$ cat config.mk
export PLATFORM = sky130hd
export DESIGN_NAME = dns_answer_address_rewriter_core
export DESIGN_NICKNAME = d
export VERILOG_FILES = /design/src/rtl/dar_pkg.sv /design/src/rtl/dns_answer_address_rewriter_core.sv /design/src/rtl/dar_cfg_regs.sv /design/src/rtl/dar_parser.sv
export SDC_FILE = /design/constraint.sdc
export NUM_CORES = 1
export LEC_CHECK = 0
export BUFFER_PORTS_ARGS = -buffer_cell sky130_fd_sc_hd__buf_2
export CAP_MARGIN = 15
export CORE_MARGIN = 3
export CORE_UTILIZATION = 50
export CTS_BUF_LIST = sky130_fd_sc_hd__clkbuf_4
export CTS_CLUSTER_DIAMETER = 80
export DETAILED_ROUTE_END_ITERATION = 8
export MAX_ROUTING_LAYER = met4
export PLACE_DENSITY = 0.79
export SYNTH_ARGS = -nofsm -noshare
export SYNTH_HDL_FRONTEND = slang
export SYNTH_HIERARCHICAL = 1
export SYNTH_SLANG_ARGS = --single-unit
export TNS_END_PERCENT = 100
$ cat constraint.sdc
create_clock -name clk_i -period 2.93 [get_ports clk_i]
set_input_delay 0.293 -clock clk_i [delete_from_list [all_inputs] [get_ports clk_i]]
set_output_delay 0.293 -clock clk_i [all_outputs]
set_load 0.05 [all_outputs]
$ cat src/rtl/dar_pkg.sv
package dar_pkg;

  // configuration port
  localparam int unsigned CfgIdxW  = 8;
  localparam int unsigned CfgDataW = 32;

  localparam logic [CfgIdxW-1:0] CFG_REPL_ADDR = 8'd0;
  localparam logic [CfgIdxW-1:0] CFG_REWR_EN   = 8'd1;

  localparam logic [31:0] REPL_ADDR_RESET = 32'hAC14_0064;

  // protocol constants
  localparam logic [7:0]  PTR_MASK     = 8'hC0;
  localparam logic [3:0]  HDR_LAST_OFF = 4'd11;
  localparam logic [3:0]  FIX_LAST_OFF = 4'd9;
  localparam logic [15:0] QFIXED_LEN   = 16'd4;
  localparam logic [15:0] TYPE_A       = 16'd1;
  localparam logic [15:0] CLASS_IN     = 16'd1;
  localparam logic [15:0] A_DATA_LEN   = 16'd4;

  typedef enum logic [2:0] {
    PH_HEADER = 3'd0,
    PH_QNAME  = 3'd1,
    PH_QFIXED = 3'd2,
    PH_ANAME  = 3'd3,
    PH_APTR   = 3'd4,
    PH_AFIXED = 3'd5,
    PH_ADATA  = 3'd6,
    PH_DONE   = 3'd7
  } phase_e;

  typedef struct packed {
    logic [7:0] msg_byte;
    logic       msg_last;
  } in_beat_t;

  typedef struct packed {
    logic [7:0] out_byte;
    logic       out_last;
    logic       was_replaced;
  } out_beat_t;

  typedef struct packed {
    logic [31:0] repl_addr;
    logic        rewrite_en;
  } cfg_t;

  typedef struct packed {
    phase_e      phase;
    logic [3:0]  hdr_off;
    logic [15:0] q_left;
    logic [15:0] a_left;
    logic [15:0] bytes_left;
    logic [15:0] rec_type;
    logic [15:0] rec_class;
    logic [15:0] rec_len;
    logic        resp_seen;
  } parse_state_t;

  // parser state after reset and after the last byte
  localparam parse_state_t PARSE_RESET = '{
    phase:      PH_HEADER,
    hdr_off:    4'd0,
    q_left:     16'd0,
    a_left:     16'd0,
    bytes_left: 16'd0,
    rec_type:   16'd0,
    rec_class:  16'd0,
    rec_len:    16'd0,
    resp_seen:  1'b0
  };

endpackage

$ cat src/rtl/dns_answer_address_rewriter_core.sv
// DNS answer address rewriter core
//
// Input channel: one message byte per beat with a last-byte marker
// (in_valid_i / in_stall_o). Output channel: the same byte, or a byte of
// the configured address inside a matching A/IN answer, with the marker and
// a replaced flag (out_valid_o / out_stall_i). Every input beat gives
// exactly one output beat, in order.
// The parser state and the result register update at the edge that takes
// the input beat, so its output beat is offered in the next cycle. Throughput
// is one beat per cycle while the receiver does not stall, set by the single
// result register, which reloads in the same cycle that its beat is taken.
// While the receiver stalls a full result register, in_stall_o is raised
// and the held beat stays put; no beat is dropped.
// Configuration: index 0 is the replacement address, index 1 the rewrite
// enable; cfg_ready_o is always high. Writes belong to idle periods.
// Reset clears the parser to the header phase, empties the result register
// and loads the register defaults. The last-byte marker rearms the parser.
module dns_answer_address_rewriter_core (
  input  logic                         clk_i,
  input  logic                         rst_ni,
  input  logic                         in_valid_i,
  output logic                         in_stall_o,
  input  dar_pkg::in_beat_t            in_data_i,
  output logic                         out_valid_o,
  input  logic                         out_stall_i,
  output dar_pkg::out_beat_t           out_data_o,
  input  logic                         cfg_valid_i,
  output logic                         cfg_ready_o,
  input  logic [dar_pkg::CfgIdxW-1:0]  cfg_index_i,
  input  logic [dar_pkg::CfgDataW-1:0] cfg_data_i
);
  import dar_pkg::*;

  cfg_t         cfg;
  out_beat_t    result;
  parse_state_t pstate;
  logic         in_fire;
  logic         out_valid_q, out_valid_d;
  out_beat_t    out_data_q;

  assign in_stall_o = out_valid_q && out_stall_i;
  assign in_fire    = in_valid_i && !in_stall_o;

  dar_cfg_regs u_cfg (
    .clk_i       (clk_i),
    .rst_ni      (rst_ni),
    .cfg_valid_i (cfg_valid_i),
    .cfg_ready_o (cfg_ready_o),
    .cfg_index_i (cfg_index_i),
    .cfg_data_i  (cfg_data_i),
    .cfg_o       (cfg)
  );

  dar_parser u_parser (
    .clk_i     (clk_i),
    .rst_ni    (rst_ni),
    .advance_i (in_fire),
    .beat_i    (in_data_i),
    .cfg_i     (cfg),
    .result_o  (result),
    .state_o   (pstate)
  );

  // result register
  always_comb begin
    out_valid_d = out_valid_q;
    if (in_fire) begin
      out_valid_d = 1'b1;
    end else if (!out_stall_i) begin
      out_valid_d = 1'b0;
    end
  end

  always_ff @(posedge clk_i or negedge rst_ni) begin
    if (!rst_ni) begin
      out_valid_q <= 1'b0;
    end else begin
      out_valid_q <= out_valid_d;
    end
  end

  always_ff @(posedge clk_i) begin
    if (in_fire) begin
      out_data_q <= result;
    end
  end

  assign out_valid_o = out_valid_q;
  assign out_data_o  = out_data_q;

  // checks
  a_fire_gives_beat: assert property (@(posedge clk_i) disable iff (!rst_ni)
    in_fire |=> out_valid_o)
    else $error("accepted beat did not reach the result register");

  a_last_rearms: assert property (@(posedge clk_i) disable iff (!rst_ni)
    in_fire && in_data_i.msg_last |=> pstate.phase == PH_HEADER && pstate.hdr_off == 4'd0)
    else $error("parser not rearmed after last byte");

  a_hdr_off_range: assert property (@(posedge clk_i) disable iff (!rst_ni)
    pstate.phase == PH_HEADER |-> pstate.hdr_off <= HDR_LAST_OFF)
    else $error("header offset ran past the header");

endmodule

$ cat src/rtl/dar_cfg_regs.sv
module dar_cfg_regs (
  input  logic                        clk_i,
  input  logic                        rst_ni,
  input  logic                        cfg_valid_i,
  output logic                        cfg_ready_o,
  input  logic [dar_pkg::CfgIdxW-1:0] cfg_index_i,
  input  logic [dar_pkg::CfgDataW-1:0] cfg_data_i,
  output dar_pkg::cfg_t               cfg_o
);
  import dar_pkg::*;

  cfg_t cfg_q;

  assign cfg_ready_o = 1'b1;
  assign cfg_o       = cfg_q;

  // register writes, unknown indexes are dropped
  always_ff @(posedge clk_i or negedge rst_ni) begin
    if (!rst_ni) begin
      cfg_q.repl_addr  <= REPL_ADDR_RESET;
      cfg_q.rewrite_en <= 1'b1;
    end else if (cfg_valid_i && cfg_ready_o) begin
      case (cfg_index_i)
        CFG_REPL_ADDR: cfg_q.repl_addr  <= cfg_data_i[31:0];
        CFG_REWR_EN:   cfg_q.rewrite_en <= cfg_data_i[0];
        default: ;
      endcase
    end
  end

endmodule

$ cat src/rtl/dar_parser.sv
module dar_parser (
  input  logic                    clk_i,
  input  logic                    rst_ni,
  input  logic                    advance_i,
  input  dar_pkg::in_beat_t       beat_i,
  input  dar_pkg::cfg_t           cfg_i,
  output dar_pkg::out_beat_t      result_o,
  output dar_pkg::parse_state_t   state_o
);
  import dar_pkg::*;

  parse_state_t st_q, st_d;
  logic [7:0]   b;
  logic [15:0]  a_dec;
  logic [15:0]  q_dec;

  assign b       = beat_i.msg_byte;
  assign state_o = st_q;
  assign a_dec   = st_q.a_left - 16'd1;
  assign q_dec   = st_q.q_left - 16'd1;

  // next parse state and output byte for the current beat
  always_comb begin
    st_d                  = st_q;
    result_o.out_byte     = b;
    result_o.out_last     = beat_i.msg_last;
    result_o.was_replaced = 1'b0;
    case (st_q.phase)
      PH_HEADER: begin
        case (st_q.hdr_off)
          4'd2: st_d.resp_seen   = b[7];
          4'd4: st_d.q_left      = {b, 8'h00};
          4'd5: st_d.q_left      = st_q.q_left | {8'h00, b};
          4'd6: st_d.a_left      = {b, 8'h00};
          4'd7: st_d.a_left      = st_q.a_left | {8'h00, b};
          default: ;
        endcase
        if (st_q.hdr_off >= HDR_LAST_OFF) begin
          st_d.hdr_off    = 4'd0;
          st_d.bytes_left = 16'd0;
          if (!st_q.resp_seen) begin
            st_d.phase = PH_DONE;
          end else if (st_q.q_left != 16'd0) begin
            st_d.phase = PH_QNAME;
          end else begin
            st_d.phase = (st_q.a_left != 16'd0) ? PH_ANAME : PH_DONE;
          end
        end else begin
          st_d.hdr_off = st_q.hdr_off + 4'd1;
        end
      end
      PH_QNAME: begin
        if (st_q.bytes_left != 16'd0) begin
          st_d.bytes_left = st_q.bytes_left - 16'd1;
        end else if (b == 8'd0) begin
          st_d.phase      = PH_QFIXED;
          st_d.bytes_left = QFIXED_LEN;
        end else begin
          st_d.bytes_left = {8'h00, b};
        end
      end
      PH_QFIXED: begin
        if (st_q.bytes_left != 16'd0) begin
          st_d.bytes_left = st_q.bytes_left - 16'd1;
        end
        if (st_d.bytes_left == 16'd0) begin
          st_d.q_left = q_dec;
          if (q_dec != 16'd0) begin
            st_d.phase = PH_QNAME;
          end else begin
            st_d.phase      = (st_q.a_left != 16'd0) ? PH_ANAME : PH_DONE;
            st_d.bytes_left = 16'd0;
          end
        end
      end
      PH_ANAME: begin
        if (st_q.bytes_left != 16'd0) begin
          st_d.bytes_left = st_q.bytes_left - 16'd1;
        end else if ((b & PTR_MASK) == PTR_MASK) begin
          st_d.phase = PH_APTR;
        end else if (b == 8'd0) begin
          st_d.phase   = PH_AFIXED;
          st_d.hdr_off = 4'd0;
        end else begin
          st_d.bytes_left = {8'h00, b};
        end
      end
      PH_APTR: begin
        st_d.phase   = PH_AFIXED;
        st_d.hdr_off = 4'd0;
      end
      PH_AFIXED: begin
        case (st_q.hdr_off)
          4'd0: st_d.rec_type  = {b, 8'h00};
          4'd1: st_d.rec_type  = st_q.rec_type | {8'h00, b};
          4'd2: st_d.rec_class = {b, 8'h00};
          4'd3: st_d.rec_class = st_q.rec_class | {8'h00, b};
          4'd8: st_d.rec_len   = {b, 8'h00};
          4'd9: st_d.rec_len   = st_q.rec_len | {8'h00, b};
          default: ;
        endcase
        if (st_q.hdr_off >= FIX_LAST_OFF) begin
          st_d.hdr_off    = 4'd0;
          st_d.bytes_left = st_d.rec_len;
          if (st_d.rec_len == 16'd0) begin
            st_d.a_left     = a_dec;
            st_d.phase      = (a_dec != 16'd0) ? PH_ANAME : PH_DONE;
            st_d.bytes_left = 16'd0;
          end else begin
            st_d.phase = PH_ADATA;
          end
        end else begin
          st_d.hdr_off = st_q.hdr_off + 4'd1;
        end
      end
      PH_ADATA: begin
        // address substitution for an A/IN record of length four
        if (cfg_i.rewrite_en && st_q.rec_type == TYPE_A && st_q.rec_class == CLASS_IN &&
            st_q.rec_len == A_DATA_LEN && st_q.hdr_off < 4'd4) begin
          result_o.was_replaced = 1'b1;
          case (st_q.hdr_off[1:0])
            2'd0:    result_o.out_byte = cfg_i.repl_addr[31:24];
            2'd1:    result_o.out_byte = cfg_i.repl_addr[23:16];
            2'd2:    result_o.out_byte = cfg_i.repl_addr[15:8];
            default: result_o.out_byte = cfg_i.repl_addr[7:0];
          endcase
        end
        st_d.hdr_off = st_q.hdr_off + 4'd1;
        if (st_q.bytes_left != 16'd0) begin
          st_d.bytes_left = st_q.bytes_left - 16'd1;
        end
        if (st_d.bytes_left == 16'd0) begin
          st_d.hdr_off    = 4'd0;
          st_d.a_left     = a_dec;
          st_d.phase      = (a_dec != 16'd0) ? PH_ANAME : PH_DONE;
          st_d.bytes_left = 16'd0;
        end
      end
      default: ;
    endcase
    // last byte rearms the parser
    if (beat_i.msg_last) begin
      st_d = PARSE_RESET;
    end
  end

  // parse state register
  always_ff @(posedge clk_i or negedge rst_ni) begin
    if (!rst_ni) begin
      st_q <= PARSE_RESET;
    end else if (advance_i) begin
      st_q <= st_d;
    end
  end

endmodule

==> results.toml, run 1 <==
[run_status]
status = "finished with violations"
failed_checks = "negative setup slack"

[timing]
hold_ws_ns = 0.156
final-max-slew-violation-count = 0
rsz0062_at_grt = "true"
finalClockSkew_ns = 0.0299
timing.fmax_ghz = 0.332
setup_ws_ns = -0.0821
slew_headroom_pct = 43.1
final-hold-violation-count = 0
finalSetupViolCount = 25
post-route-period-util_pct = 103
tightest_slew_ns = 0.851
fin_crit_ns = 3.01

[cts]
path_clk_slew_ns = 0.18
clock_latency_ns = 0.60
cts.path.max_buffers = 2
htree_levels = 4
cts_tree = "done"
cts.sinks = 148
cts_root_buf = "clkbuf_4"
numCtsBuffers = 17

[synth]
ys_seq_area_share_pct = 42.0
synthArstFlopShare_pct = 93.2
synth.avg_cell_area_um2 = 9.20
netlist_top_cells_area = "dfrtp_1 (36%), a21oi_1 (5.2%), mux2_2 (4.3%)"
synth-edff-count = 10
synth_area_leader_cell = "dfrtp_1"
synth_common_cells = "dfrtp_1 (128), a21oi_1 (93), nor2_1 (86), nand2_1 (72), o21ai_0 (57)"
synth_top_area_share_pct = 35.7
ys_types = 92
yosys_most_used_dff = "dfrtp_1"
syn-num-nets = 1041
synth_cells = 976
synthesis.area_um2 = 8980
synth-seq-cells = 148
yosysWarnings = 6
synth_most_common_cell = "dfrtp_1"

[placement]
dp.final_hpwl_um = 19900
gp_congestion = 1.01
dp_slack_ns = -0.141
place_area_um2 = 10500
port_buffers = 65

[setup_path]
critPathArrivalTime_ns = 3.54
reg2reg_slack_ns = -0.08
worstSetupStartpoint = "u_parser/state_o[52]"
cp.required_ns = 3.46
cpPeakStageDelay_ns = 0.43
startpoint_type = "flip-flop"
crit_buf_inv = 4
crit_slowest_cell = "dfrtp_1"
critPathCaptureType = "flip-flop"
critPathKind = "flip-flop to flip-flop"
path_cells = "buf_4, buf_4, nor3b_4, nand3_2, o311a_1, a211oi_4, buf_6, buf_4, nand3_4, and2_2, o31ai_2, a32o_1"
path_delay_family = "compound AO/OA/AOI/OAI gates"
r2r-start = "u_parser/state_o[52]"
cp_max_fo = 4
path_common_cell = "buf_4"

[detailed_routing]
routed_via_density = 6.65
first_pass_iters = 6
vias = 9568
drt-total-wl_um = 31400
route.detailed.drc = 0
dr.first_iter.drc_count = 1318
wl_per_cell_um = 21.8
ant_nets = 0

[global_routing]
track_usage_pct = 31.4
grt_max_degree = 70
grt_pass1_wl_um = 47900
grt_overflow = 0
grt_pass1_vias = 8991
antenna_found_initial = 1

[floorplan]
die_y_um = 140
coreArea_um2 = 17400
dieArea_um2 = 19600
pin_count = 67
std_cell_rows = 48
die_x_um = 140
floorplan.initialDensity_pct = 51.5

[layout]
nNetsFinal = 1265
fin_area_um2 = 11800
fill_cells = 1307
syn_to_final_growth_pct = 31.5
layout-drive-gt1-share_pct = 33.3

[power_and_ir_drop]
leakage_nw = 5.19
vdd_drop_max_v = 0.000615
p_per_area_nw_per_um2 = 1100

[worst_hold_path]
min_path_type = "primary input to flip-flop"
min-delay-start = "in_data_i[6]"

[job]
maxCapViolations = 0
[sequential cells by signal (all words and copies together) (netlist names)]
signal and cells:
u_cfg/cfg_o 33, u_parser/state_o 104, out_valid_o 1, out_data_o 10
[layer usage]
layer	routed length [um]	global-route usage, %	vias up
met5	0	-	-
met2	14300	47.3	680
met1	12100	41.2	4568
met3	3380	7.51	146
met4	1580	12.3	0
li1	-	-	4174
[logic make-up (layout without fill, tap and decap cells)]
group,count (synthesis),in the layout,synth area share (%)
AO/OA/AOI/OAI,338,339,25.9
AND/OR/NAND/NOR,328,329,19.5
flip-flops,148,148,42.0
buffers and inverters,93,328,4.45
multiplexers,41,41,5.07
XOR/XNOR,16,16,1.56
adder cells (fa/ha/maj),11,11,1.53
other,1,2,0.0418
[metrics by stage]
stage / cells / setup TNS [ns] / utilization (%) / total power [mW]
final: 1439 / -0.886 / 67.8 / 13.0
after global routing: 1439 / -3.31 / 67.8 / 13.7
after CTS: 1427 / -0.00256 / 64.9 / 11.8
after detailed placement: 1347 / -2.68 / 60.0 / 9.80
after global placement: 1347 / -0.517 / 60.0 / 9.64
after floorplan: 976 / -0.744 / - / 7.23
[path summary, 6_finish.rpt]
path	to	cells after the start
max	u_parser/state_o[73]	12
min	u_parser/state_o[30]	2
max reg2reg	u_parser/state_o[73]	12
min reg2reg	u_parser/state_o[37]	2
max in group asynchronous	u_cfg/cfg_o[32]	3
min in group asynchronous	u_parser/state_o[61]	2
[cell usage in the layout (no fill, tap or decap), types with 7 or more instances in the layout]
master / n
a21oi_1: 85
a21oi_2: 9
a222oi_1: 8
a22o_1: 37
a22oi_1: 12
buf_2: 64
buf_4: 151
buf_6: 13
clkbuf_4: 17
dfrtp_1: 128
dfstp_2: 10
dlygate4sd3_1: 35
edfxtp_1: 10
ha_1: 9
inv_1: 27
mux2_2: 31
nand2_1: 69
nand3_1: 21
nand4_1: 13
nor2_1: 86
nor3_1: 25
nor4_1: 19
o211ai_1: 10
o21ai_0: 47
o21ai_2: 8
o22ai_1: 7
o31ai_1: 7
or3_1: 7
or4_1: 8
xnor2_1: 7
xor2_1: 7
[final cells by class]
type | instances | area (um^2) | area share (%)
well taps | 225 | 282 | 2.38
clock buffers | 17 | 128 | 1.08
multi-input cells | 737 | 5320 | 45.0
clock inverters | 15 | 181 | 1.54
flip-flops and latches | 148 | 3770 | 31.9
inverters | 29 | 109 | 0.922
diodes | 1 | 2.50 | 0.0212
repair buffers | 267 | 2020 | 17.1
[timing repair]
action / CTS / global route
hold buffers: 35 / 0
buffers inserted: 13 / 9
cloned: 0 / 2
hold endpoints to repair: 92 / 0
resized for setup: 18 / 96
pin swaps: 7 / 37
setup endpoints to repair: 38 / 58
[power by group]
group	internal [mW]	switching, mW	total (mW)
clock	0.408	0.967	1.38
combinational	3.89	4.55	8.44
sequential	2.57	0.618	3.19
total	6.87	6.13	13.0
Power figures use the tool's default switching activity.
==> run 2: changes to the inputs <==
--- a/config.mk
+++ b/config.mk
@@ -8,12 +8,12 @@
 export BUFFER_PORTS_ARGS = -buffer_cell sky130_fd_sc_hd__buf_2
 export CAP_MARGIN = 15
 export CORE_MARGIN = 3
-export CORE_UTILIZATION = 50
+export CORE_UTILIZATION = 42
 export CTS_BUF_LIST = sky130_fd_sc_hd__clkbuf_4
 export CTS_CLUSTER_DIAMETER = 80
 export DETAILED_ROUTE_END_ITERATION = 8
 export MAX_ROUTING_LAYER = met4
-export PLACE_DENSITY = 0.79
+export PLACE_DENSITY = 0.69
 export SYNTH_ARGS = -nofsm -noshare
 export SYNTH_HDL_FRONTEND = slang
 export SYNTH_HIERARCHICAL = 1
==> results.toml, run 2 (synthesis gave the netlist of run 1 again) <==
[layout]
syn_to_final_growth_pct = 30.5
layout-drive-gt1-share_pct = 32.1
mostFrequentLayoutCells = "buf_4 (155), dfrtp_1 (126), a21oi_1 (86), nor2_1 (85), nand2_1 (70)"
finish.utilization_pct = 56.8
fin_area_um2 = 11700
nNetsFinal = 1264
instances_no_fill = 1483
largest_reg_flops = 104
layout_commonest_cell = "buf_4"

[timing]
setup_ws_ns = -0.0885
fin_tns_setup_ns = -0.505
post-route-period-util_pct = 103
final-hold-violation-count = 0
final-max-slew-violation-count = 0
rsz0062_at_grt = "true"
hold_ws_ns = 0.0771
timing.fmax_ghz = 0.331
finalClockSkew_ns = 0.0320
slew_headroom_pct = 57.4
tightest_slew_ns = 0.634
fin_crit_ns = 3.02
finalSetupViolCount = 15

[global_routing]
grt_pass1_wl_um = 46100
grt_max_degree = 78
grt_pass1_vias = 8825
grt_overflow = 0
track_usage_pct = 25.1
antenna_found_initial = 1

[setup_path]
r2r_cells = 9
cp.required_ns = 3.43
cpPeakStageDelay_ns = 0.59
startpoint_type = "flip-flop"
critPathCaptureType = "flip-flop"
critPathKind = "flip-flop to flip-flop"
crit_buf_inv = 1
cp.depth = 9
cp_max_fo = 4
critPathArrivalTime_ns = 3.51
crit_slowest_cell = "or4_4"
path_delay_family = "simple AND/OR/NAND/NOR gates"
path_cells = "or4_4, nor4_2, mux2i_1, and4_4, buf_4, a31oi_4, o21a_4, nor2_4, mux2_4"

[detailed_routing]
wl_per_cell_um = 19.6
routed_via_density = 6.13
drt-total-wl_um = 29100
dr.first_iter.drc_count = 1003
route.detailed.drc = 0
first_pass_iters = 7
vias = 9085
ant_nets = 0

[placement]
dp_slack_ns = -0.218
place_area_um2 = 10500
gp_congestion = 0.954
dp_cells = 1394
port_buffers = 65
dp.final_hpwl_um = 19800

[power_and_ir_drop]
leakage_nw = 5.14
p_per_area_nw_per_um2 = 1080
vdd_drop_max_v = 0.000679
total_power_mw = 12.6

[cts]
clock_latency_ns = 0.60
htree_levels = 4
path_clk_slew_ns = 0.16
cts.path.max_buffers = 2
cts.sinks = 148
numCtsBuffers = 17
cts_root_buf = "clkbuf_4"
cts_tree = "done"

[worst_hold_path]
min_path_type = "primary input to asynchronous set/reset pin"

[floorplan]
dieArea_um2 = 23200
die_y_um = 152
coreArea_um2 = 20600
floorplan.initialDensity_pct = 43.5
std_cell_rows = 52
die_x_um = 152
pin_count = 67

[job]
maxCapViolations = 0

[run_status]
failed_checks = "negative setup slack"
status = "finished with violations"
## run 2: repair_timing
item	4_1_cts	5_1_grt
cloned	0	0
hold buffers	35	0
setup buffers	6	15
endpoints found under the hold margin	162	0
pin swaps	11	26
endpoints found under the setup margin	38	53
gates resized for setup	32	57
## run 2: final cells by class
class                   count  area (um^2)
repair buffers            268         2010
clock inverters            15          185
flip-flops and latches    148         3770
well taps                 270          338
fillers                  1794         8910
clock buffers              17          128
multi-input cells         735         5180
diodes                      1         2.50
inverters                  29          109
## run 2: worst reg2reg max path, stage by stage, from the launching register on
cell and delay, ns:
dfrtp_1 0.46, or4_4 0.59, nor4_2 0.29, mux2i_1 0.27, and4_4 0.29, buf_4 0.16
a31oi_4 0.11, o21a_4 0.27, nor2_4 0.18, mux2_4 0.32
## run 2: final timing paths
kind / to / slack [ns] / startpoint
min: u_parser/state_o[66] / 0.08 / rst_ni
max: u_parser/state_o[95] / -0.09 / u_parser/state_o[53]
min in group clk_i: u_parser/state_o[0] / 0.10 / in_data_i[0]
max reg2reg: u_parser/state_o[95] / -0.09 / u_parser/state_o[53]
min reg2reg: u_parser/state_o[17] / 0.51 / u_parser/state_o[17]
max in group asynchronous: u_parser/state_o[7] / 2.01 / rst_ni
## run 2: metal layers
metal  wire (um)  track usage [%]  vias to the layer above
met1       12000             32.9                     4398
met2       13700             38.4                      455
met3        2820             6.05                       71
met5           0                -                        -
met4         665             8.52                        0
li1            -                -                     4161
## run 2: power breakdown
part	internal, mW	leakage (nW)	switching [mW]
logic	3.82	3.07	4.32
registers	2.57	1.91	0.540
clock network	0.404	0.161	0.953
==> run 3: changes to the inputs <==
--- a/config.mk
+++ b/config.mk
@@ -5,15 +5,16 @@
 export SDC_FILE = /design/constraint.sdc
 export NUM_CORES = 1
 export LEC_CHECK = 0
+export ABC_AREA = 1
 export BUFFER_PORTS_ARGS = -buffer_cell sky130_fd_sc_hd__buf_2
 export CAP_MARGIN = 15
 export CORE_MARGIN = 3
-export CORE_UTILIZATION = 42
+export CORE_UTILIZATION = 50
 export CTS_BUF_LIST = sky130_fd_sc_hd__clkbuf_4
 export CTS_CLUSTER_DIAMETER = 80
 export DETAILED_ROUTE_END_ITERATION = 8
 export MAX_ROUTING_LAYER = met4
-export PLACE_DENSITY = 0.69
+export PLACE_DENSITY = 0.67
 export SYNTH_ARGS = -nofsm -noshare
 export SYNTH_HDL_FRONTEND = slang
 export SYNTH_HIERARCHICAL = 1
==> results.toml, run 3 <==
[timing]
final-hold-violation-count = 0
hold_ws_ns = 0.0669
slew_headroom_pct = 51.5
fin_crit_ns = 2.66
post-route-period-util_pct = 90.6
timing.fmax_ghz = 0.377
tightest_slew_ns = 0.728
setup_ws_ns = 0.275
finalSetupViolCount = 0
fin_tns_setup_ns = 0
final-max-slew-violation-count = 0
finalClockSkew_ns = 0.0298

[detailed_routing]
first_pass_iters = 6
drt-total-wl_um = 28400
routed_via_density = 5.46
dr.first_iter.drc_count = 751
ant_nets = 0
vias = 9679
wl_per_cell_um = 16.0
route.detailed.drc = 0

[worst_hold_path]
min-delay-start = "cfg_index_i[2]"
whs_endpoint = "u_cfg/cfg_o[0]"
min_path_type = "primary input to flip-flop"
holdPathStages = 6

[setup_path]
critPathCaptureType = "flip-flop"
cp.required_ns = 3.37
cp_max_fo = 22
crit_slowest_cell = "dfrtp_1"
path_common_cell = "nand2_1"
reg2reg_slack_ns = 0.27
cpPeakStageDelay_ns = 0.43
startpoint_type = "flip-flop"
r2r_cells = 15
rr_endpoint = "u_parser/state_o[73]"
critPathKind = "flip-flop to flip-flop"
critPathArrivalTime_ns = 3.10
path_cells = "inv_1, ha_2, nand2_2, nor2_8, nand2_4, nand3_1, nand2_1, nor2_4, nand3_4, nand3_2, nand2_4, nor2_8, inv_4, nand2_1, nand2_1"
r2r-start = "u_parser/state_o[50]"

[synth]
synthArstFlopShare_pct = 93.2
synth-simple-area-share_pct = 34.6
syn-num-nets = 1459
synth-edff-count = 10
synthesis.area_um2 = 9680
synth_most_common_cell = "nand2_1"
synth_mux_area_share_pct = 0
synth_xor_area_share_pct = 1.72
synth_common_cells = "nand2_1 (428), inv_1 (148), nand3_1 (139), nor2_1 (134), dfrtp_1 (128)"
yosys_most_used_dff = "dfrtp_1"
synth_area_leader_cell = "dfrtp_1"
synth_top_family_by_area = "simple AND/OR/NAND/NOR gates"
synthAdderAreaFrac_pct = 1.42
ys_seq_area_share_pct = 38.9
synth_cells = 1394
netlist_top_cells_area = "dfrtp_1 (33%), nand2_1 (17%), nand3_1 (7.2%)"
synth-seq-cells = 148
synth_top_area_share_pct = 33.1
ys_types = 48
yosysWarnings = 6
synth.avg_cell_area_um2 = 6.95
synth_compound_area_share_pct = 14.1

[placement]
gp_congestion = 0.938
dp_slack_ns = 0.105
place_area_um2 = 10300
port_buffers = 65
dp.final_hpwl_um = 20400

[power_and_ir_drop]
leakage_nw = 5.60
combinationalPowerShare_pct = 66.8
total_power_mw = 13.4
p_per_area_nw_per_um2 = 1220
intPower_mw = 5.90
vdd_drop_max_v = 0.000965
seq_power_share_pct = 22.9
pwr-share-clk_pct = 10.3
p_sw_mw = 7.50
swShare_pct = 56.0

[cts]
path_clk_slew_ns = 0.14
htree_levels = 4
clock_latency_ns = 0.56
cts_root_buf = "clkbuf_4"
cts.sinks = 148
numCtsBuffers = 17
cts_tree = "done"
cts.path.max_buffers = 2

[global_routing]
track_usage_pct = 27.7
antenna_found_initial = 1
grt_overflow = 0
grt_pass1_wl_um = 46500
grt_pass1_vias = 9071
grt_max_degree = 73

[layout]
mostFrequentLayoutCells = "nand2_1 (428), inv_1 (147), nand3_1 (137), nor2_1 (133), dfrtp_1 (128)"
syn_to_final_growth_pct = 13.7
layout_commonest_cell = "nand2_1"
layout-drive-gt1-share_pct = 12.8
largest_reg_flops = 104
fin_area_um2 = 11000
nNetsFinal = 1563

[job]
maxCapViolations = 0

[run_status]
status = "finished, final reports clean"

[floorplan]
floorplan.initialDensity_pct = 51.3
coreArea_um2 = 18900
dieArea_um2 = 21100
die_x_um = 145
pin_count = 67
die_y_um = 145
std_cell_rows = 50
==> run 3: changes by cell type in the layout (fill, tap and decap cells not counted), moves of 28 or more <==
cell / previous run / this run
nand2_1: 70 / 428
buf_4: 155 / 35
inv_1: 27 / 147
nand3_1: 21 / 137
o21ai_0: 48 / 106
a21oi_1: 86 / 36
nor2_1: 85 / 133
o22ai_1: 8 / 42
mux2_2: 31 / 0
a22o_1: 37 / 9
==> run 3: cells by family after synthesis <==
group                      count (synthesis)
buffers and inverters                    211
DFF                                      148
xor gates and xnor gates                  19
AOI/OAI and AO/OA                        234
adders and majority gates                 11
other                                      1
and+or+nand+nor                          770
==> run 3: cell type report <==
type / instances / area, um^2
antenna: 2 / 5.00
sequential: 148 / 3770
timing repair buffer: 136 / 965
tap: 260 / 325
clock inverter: 15 / 169
fill: 1847 / 7880
inverter: 160 / 603
multi-input combinational: 1035 / 5050
clock buffer: 17 / 128
==> run 3: timing repair <==
item,4_1_cts,5_1_grt
buffers inserted,0,0
hold buffers,35,0
gates resized for setup,0,9
hold endpoints to repair,95,0
endpoints found under the setup margin,0,45
==> run 3: worst max-delay path, delay by kind of cell (launching register included) <==
kind / cells / cell delay (ns)
fa+ha+maj: 1 / 0.24
buf+inv: 2 / 0.21
flops: 1 / 0.43
simple gates: 12 / 1.66
==> run 3: power groups by stage <==
stage / clock network [mW] / logic (mW) / registers, mW
3_3_place_gp: 0 / 8.46 / 3.10
2_1_floorplan: 0 / 6.81 / 3.00
3_5_place_dp: 0 / 8.56 / 3.11
5_1_grt: 1.49 / 10.0 / 3.16
4_1_cts: 1.41 / 8.64 / 3.07
6_report: 1.38 / 8.95 / 3.07
==> run 3: routing by layer <==
metal	track usage, %	share of wire [%]
met1	37.4	44
met2	43.4	46
met3	3.87	6.7
met4	9.45	2.8
met5	-	0
==> run 3: worst max path at each step <==
stage	startpoint	end	slack (ns)	cells past startpoint
6_report	u_parser/state_o[50]	u_parser/state_o[73]	0.27	15
5_1_grt	u_parser/state_o[61]	u_parser/state_o[103]	-0.02	14
4_1_cts	u_parser/state_o[49]	u_parser/state_o[103]	0.06	15
3_5_place_dp	u_parser/state_o[49]	u_parser/state_o[101]	0.11	15
3_3_place_gp	u_parser/state_o[49]	u_parser/state_o[91]	0.17	14
2_1_floorplan	out_valid_o	u_parser/state_o[30]	0.13	8
==> run 3: through the flow <==
| step | std cells | util (%) |
|---|---|---|
| 5_1_grt | 1773 | 58.3 |
| 4_1_cts | 1771 | 58.1 |
| 6_report | 1773 | 58.3 |
| 3_5_place_dp | 1704 | 54.7 |
| 2_1_floorplan | 1394 | - |
| 3_3_place_gp | 1704 | 54.7 |
